$ cat config.mk
export PLATFORM = sky130hd
export DESIGN_NAME = hufd_out_fifo_flat
export DESIGN_NICKNAME = d
export VERILOG_FILES = /design/src/rtl/hufd_pkg.sv /design/src/rtl/hufd_if.sv /design/src/rtl/hufd_out_fifo.sv /design/src/flat_wrapper.sv
export SDC_FILE = /design/constraint.sdc
export NUM_CORES = 1
export LEC_CHECK = 0
export BUFFER_PORTS_ARGS = -buffer_cell sky130_fd_sc_hd__buf_2
export CORE_MARGIN = 5
export CORE_UTILIZATION = 50
export CTS_CLUSTER_SIZE = 14
export DETAILED_ROUTE_END_ITERATION = 12
export GPL_ROUTABILITY_DRIVEN = 0
export PLACE_DENSITY_LB_ADDON = 0.25
export SLEW_MARGIN = 15
export SYNTH_ARGS = -nofsm -noshare
export SYNTH_HDL_FRONTEND = slang
export SYNTH_SLANG_ARGS = --single-unit
$ cat constraint.sdc
create_clock -name i_clk -period 2.6 [get_ports i_clk]
set_input_delay 0.13 -clock i_clk [delete_from_list [all_inputs] [get_ports i_clk]]
set_output_delay 0.13 -clock i_clk [all_outputs]
set_load 0.02 [all_outputs]
$ cat src/rtl/hufd_pkg.sv
// Shared constants, event codes and result type for the Huffman table builder and decoder.
package hufd_pkg;

    localparam int unsigned GLYPH_W        = 8;
    localparam int unsigned NODE_COUNT_DEF = 512;
    localparam int unsigned OUT_DEPTH      = 3;

    localparam logic [GLYPH_W-1:0] CH_X     = 8'h58;
    localparam logic [GLYPH_W-1:0] CH_COLON = 8'h3A;
    localparam logic [GLYPH_W-1:0] CH_SEP   = 8'h7F;
    localparam logic [GLYPH_W-1:0] CH_ZERO  = 8'h30;
    localparam logic [GLYPH_W-1:0] CH_ONE   = 8'h31;
    localparam logic [GLYPH_W-1:0] CH_SPACE = 8'h20;
    localparam logic [GLYPH_W-1:0] CH_NL    = 8'h0A;

    typedef enum logic [2:0] {
        EV_SYMBOL   = 3'd0,
        EV_SEP_WARN = 3'd1,
        EV_EMPTY    = 3'd2,
        EV_FORMAT   = 3'd3,
        EV_FULL     = 3'd4,
        EV_NONBIN   = 3'd5,
        EV_NOCHILD  = 3'd6,
        EV_MIDCODE  = 3'd7
    } t_event;

    typedef struct packed {
        t_event             event_res;
        logic [GLYPH_W-1:0] symbol;
    } t_result;

endpackage

$ cat src/rtl/hufd_if.sv


interface hufd_out_if;
    logic       valid;
    logic       ready;
    logic [2:0] event_res;
    logic [7:0] symbol;

    modport source (output valid, output event_res, output symbol, input ready);
    modport sink   (input valid, input event_res, input symbol, output ready);
endinterface

$ cat src/rtl/hufd_out_fifo.sv
// Three-entry result queue that decouples the decoder from the result consumer.
module hufd_out_fifo (
    input  logic              i_clk,
    input  logic              i_rst_n,
    input  logic              i_push,
    input  hufd_pkg::t_result i_data,
    input  logic              i_inflight,
    output logic              o_room,
    hufd_out_if.source        o_out
);
    import hufd_pkg::*;

    localparam int unsigned PW = $clog2(OUT_DEPTH);
    localparam int unsigned CW = $clog2(OUT_DEPTH + 1);

    t_result         r_q [OUT_DEPTH];
    logic [PW-1:0]   r_wr;
    logic [PW-1:0]   r_rd;
    logic [CW-1:0]   r_cnt;
    logic            pop;
    logic [CW:0]     pending;

    assign pop     = o_out.valid && o_out.ready;
    assign pending = {1'b0, r_cnt} + (CW + 1)'(i_inflight);
    // Leave room for the result of every transfer still in the decoder.
    assign o_room  = pending < (CW + 1)'(OUT_DEPTH);

    assign o_out.valid     = r_cnt != '0;
    assign o_out.event_res = r_q[r_rd].event_res;
    assign o_out.symbol    = r_q[r_rd].symbol;

    always_ff @(posedge i_clk) begin
        if (!i_rst_n) begin
            r_wr  <= '0;
            r_rd  <= '0;
            r_cnt <= '0;
        end else begin
            if (i_push) begin
                r_q[r_wr] <= i_data;
                r_wr      <= (r_wr == PW'(OUT_DEPTH - 1)) ? '0 : r_wr + 1'b1;
            end
            if (pop) begin
                r_rd <= (r_rd == PW'(OUT_DEPTH - 1)) ? '0 : r_rd + 1'b1;
            end
            r_cnt <= r_cnt + CW'(i_push) - CW'(pop);
        end
    end
endmodule

$ cat src/flat_wrapper.sv
// flat-port wrapper written by rule: the top's interface ports become plain ports
module hufd_out_fifo_flat import hufd_pkg::*;
  (i_clk, i_rst_n, i_push, i_data, i_inflight, o_room, o_out_valid, o_out_event_res, o_out_symbol, o_out_ready);
  hufd_out_if o_out_i ();
  input  logic i_clk;
  input  logic i_rst_n;
  input  logic i_push;
  input  hufd_pkg::t_result i_data;
  input  logic i_inflight;
  output logic o_room;
  output wire logic [$bits(o_out_i.valid)-1:0] o_out_valid;
  output wire logic [$bits(o_out_i.event_res)-1:0] o_out_event_res;
  output wire logic [$bits(o_out_i.symbol)-1:0] o_out_symbol;
  input wire logic [$bits(o_out_i.ready)-1:0] o_out_ready;
  assign o_out_valid = o_out_i.valid;
  assign o_out_event_res = o_out_i.event_res;
  assign o_out_symbol = o_out_i.symbol;
  assign o_out_i.ready = o_out_ready;
  hufd_out_fifo u_core (.i_clk(i_clk), .i_rst_n(i_rst_n), .i_push(i_push), .i_data(i_data), .i_inflight(i_inflight), .o_room(o_room), .o_out(o_out_i));
endmodule
==> flow_metrics.py <==
metrics = {
    "run_status": {
        "outcome": "finished clean",
    },
    "clock_tree": {
        "htreeDepth": 2,
        "postCtsResizedCells": 0,
        "post-cts-setup-buffer-count": 0,
        "clock_insertion_delay_worst_skew_ns": 0.34,
        "cts-root-to-sink-buffers": 2,
        "cts_made_buffers": 5,
        "cts-root-buf": "clkbuf_4",
        "numClockSinks": 41,
        "cts_hold_buffers": 11,
        "clkTransAtPathRegs_ns": 0.10,
        "cts_tree": "yes",
    },
    "sta": {
        "clock_skew_ns": 0.01278,
        "period_needed_ns": 1.775,
        "timing.final.setup_violations": 0,
        "finalCritPeriodShare": 0.6826,
        "report.final.slew_viol_count": 0,
        "rsz0062_at_grt": "no",
        "hold_viol": 0,
        "fmax_ghz": 0.5635,
        "max_slew.worst_pin.slew_ns": 0.8168,
        "setup-tns-final_ns": 0,
        "slew-limit-headroom": 0.4531,
    },
    "drt": {
        "antenna_violating_nets_post_route": 0,
        "wire_per_inst_um": 13.71,
        "drt_iter0_drc": 22,
        "num_vias": 949,
        "wl_um": 2742,
        "route.detailed.drc": 0,
        "drt_first_pass_iters": 4,
        "vias_per_cell": 4.745,
    },
    "global_routing": {
        "gr-total-overflow": 0,
        "first_global_vias": 991,
        "pin_count_of_the_biggest_net_entering_global_routing": 23,
        "grt_first_pass_wirelength_um": 4533,
        "number_of_antenna_violations_at_the_first_check_in_global_routing": 0,
        "grtUsageTotal": 0.1447,
    },
    "power": {
        "leakage_uw": 0.0007109,
        "power.density_cell_area_nw_per_um2": 597.1,
        "netSwitchingFraction": 0.2321,
        "power.combinational.fraction": 0.114,
        "vdd_ir_drop_max_uv": 360.5,
        "pwr-share-clk": 0.242,
        "seq_power_share": 0.644,
        "p_sw_uw": 271.2,
        "cellInternalPower_uw": 897.2,
    },
    "finish": {
        "post-route-util": 0.6410,
        "layout_overhead_on_the_synthesized_area_pct": 22.19,
        "n_antenna_cell": 0,
        "final_net_count": 174,
        "drive_gt1_frac": 0.2564,
        "n_fill_cell": 247,
    },
    "min_path": {
        "hold_path_class": "primary input to register",
        "min_path_cells": 2,
        "worstHoldStart": "i_rst_n",
    },
    "floorplan": {
        "die_width_um": 66.60,
        "boundaryPins": 29,
        "row_count": 20,
        "design.core.area_um2": 3053,
        "die_height_um": 66.60,
        "floorplan.die_area_um2": 4435,
        "initial_util": 0.5246,
    },
    "setup_path": {
        "critical_path.slowest_cell": "dfxtp_1",
        "critPathMaxStageDelay_ns": 0.77,
        "crit_chain": "mux2i_1 > o21ai_1 > buf_2",
        "startpoint_type_of_the_worst_setup_path": "register",
        "arrival_ns": 1.64,
        "critical_path_end_type": "output port",
        "regToRegSetupSlack_ns": 1.08,
        "critPathKind": "register to output port",
        "worst-path-max-fanout": 11,
        "worstRegToRegCells": 1,
        "worst_r2r_startpoint": "u_core.r_wr[1]$_SDFFE_PN0P_",
        "timing.critical_path.required_ns": 2.47,
    },
    "logic_synthesis": {
        "share_of_the_synthesized_area_in_the_top_cell_type": 0.6188,
        "avgSynthCellArea_um2": 14.43,
        "post-synth-top-count-cell": "edfxtp_1",
        "post_synth_inst_count": 111,
        "synth_nets": 130,
        "synth_ff_type": "edfxtp_1",
        "yosysSeqAreaShare": 0.7188,
        "synth_area_um2": 1602,
        "synthDistinctLibCells": 23,
        "ys_top_cells_by_count": "edfxtp_1 (33), nand2_1 (16), mux2i_1 (15)",
        "yosys_register_bits": 41,
        "synth_area_leaders": "edfxtp_1 (62%), dfxtp_1 (10%), mux2i_1 (9.4%), nand2_1 (3.8%), o21ai_1 (3.1%)",
        "ys_warn_count": 0,
        "synth_enable_flop_cells": 33,
        "post-synth-top-area-cell": "edfxtp_1",
        "ys_async_sr_fraction": 0,
    },
    "placement": {
        "total_half_perimeter_wirelength_after_legalization_and_detailed_placement_um": 1834,
        "port-buffer-count": 28,
    },
    "job": {
        "max-cap-violations": 0,
    },
}
cell families after synthesis:
kind of cell	count (synthesis)	synth area share
flops	41	0.7187
simple gates	29	0.08516
compound gates	18	0.05859
mux	15	0.09375
buf+inv	5	0.02031
fa+ha+maj	3	0.02344
worst paths after layout:
path | to
setup / recovery | o_out_symbol[3]
hold reg to reg | register
hold / removal | u_core.r_wr[0]$_SDFFE_PN0P_
setup reg to reg | u_core.r_q[2][0]$_DFFE_PP_
cells in the final DEF, fill, tap and decap left out, types with 2 or more instances in the layout:
cell type and instances:
nand3_1 2, dlygate4sd3_1 11, o21ai_1 10, mux2i_1 15, edfxtp_1 33, ha_1 3
o21ai_0 6, and2_1 2, nand2_1 16, dfxtp_1 8, nor3b_2 2, nor2_1 2
clkbuf_4 5, buf_4 2, clkbuf_1 2, buf_2 28
stage by stage:
step | cell area (µm²) | total power (µW) | cells | hold slack, ns | setup slack (ns)
finish | 1957 | 1168 | 200 | 0.1281 | 0.8253
global route | 1957 | 1235 | 200 | 0.1100 | 0.6843
CTS | 1957 | 1186 | 200 | 0.1076 | 0.7769
detailed placement | 1798 | 890.6 | 181 | 0.3367 | 1.036
global placement | 1798 | 884.6 | 181 | 0.3311 | 1.115
floorplan | 1602 | 840.4 | 111 | 0.2289 | 0.9169
cell type report:
class | instances | area (µm²) | area share
multi-input combinational | 65 | 432.9 | 0.2212
sequential | 41 | 1151 | 0.5882
tap | 44 | 55.05 | 0.02813
clock inverter | 1 | 3.754 | 0.001918
timing repair buffer | 41 | 265.3 | 0.1355
inverter | 1 | 3.754 | 0.001918
clock buffer | 7 | 45.04 | 0.02302
worst max-delay path: cells and delay by family, from the launching register on:
family	cells	cell delay [ns]
flip-flops	1	0.77
buffers and inverters	1	0.19
multiplexers	1	0.27
AO/OA/AOI/OAI	1	0.08
state kept, by name (all words and copies together) (netlist names), named ones only:
register	count
u_core.r_q	33
u_core.r_wr	2
u_core.r_cnt	2
u_core.r_rd	2
layer usage:
layer  up-vias  track usage  part of all wire
met3         2      0.05734             0.069
met1       426       0.1580              0.41
met4         0      0.05330            0.0055
met5         -            0                 0
met2        26       0.2512              0.51
li1        495            -                 -
power by group through the flow:
stage | clock network (µW) | registers [µW] | logic (µW)
6_report | 283 | 752 | 133
5_1_grt | 331 | 756 | 148
4_1_cts | 297 | 753 | 135
3_5_place_dp | 0 | 768 | 122
3_3_place_gp | 0 | 766 | 119
2_1_floorplan | 0 | 756 | 83.9
No activity file was read; power rests on OpenSTA's default activity.
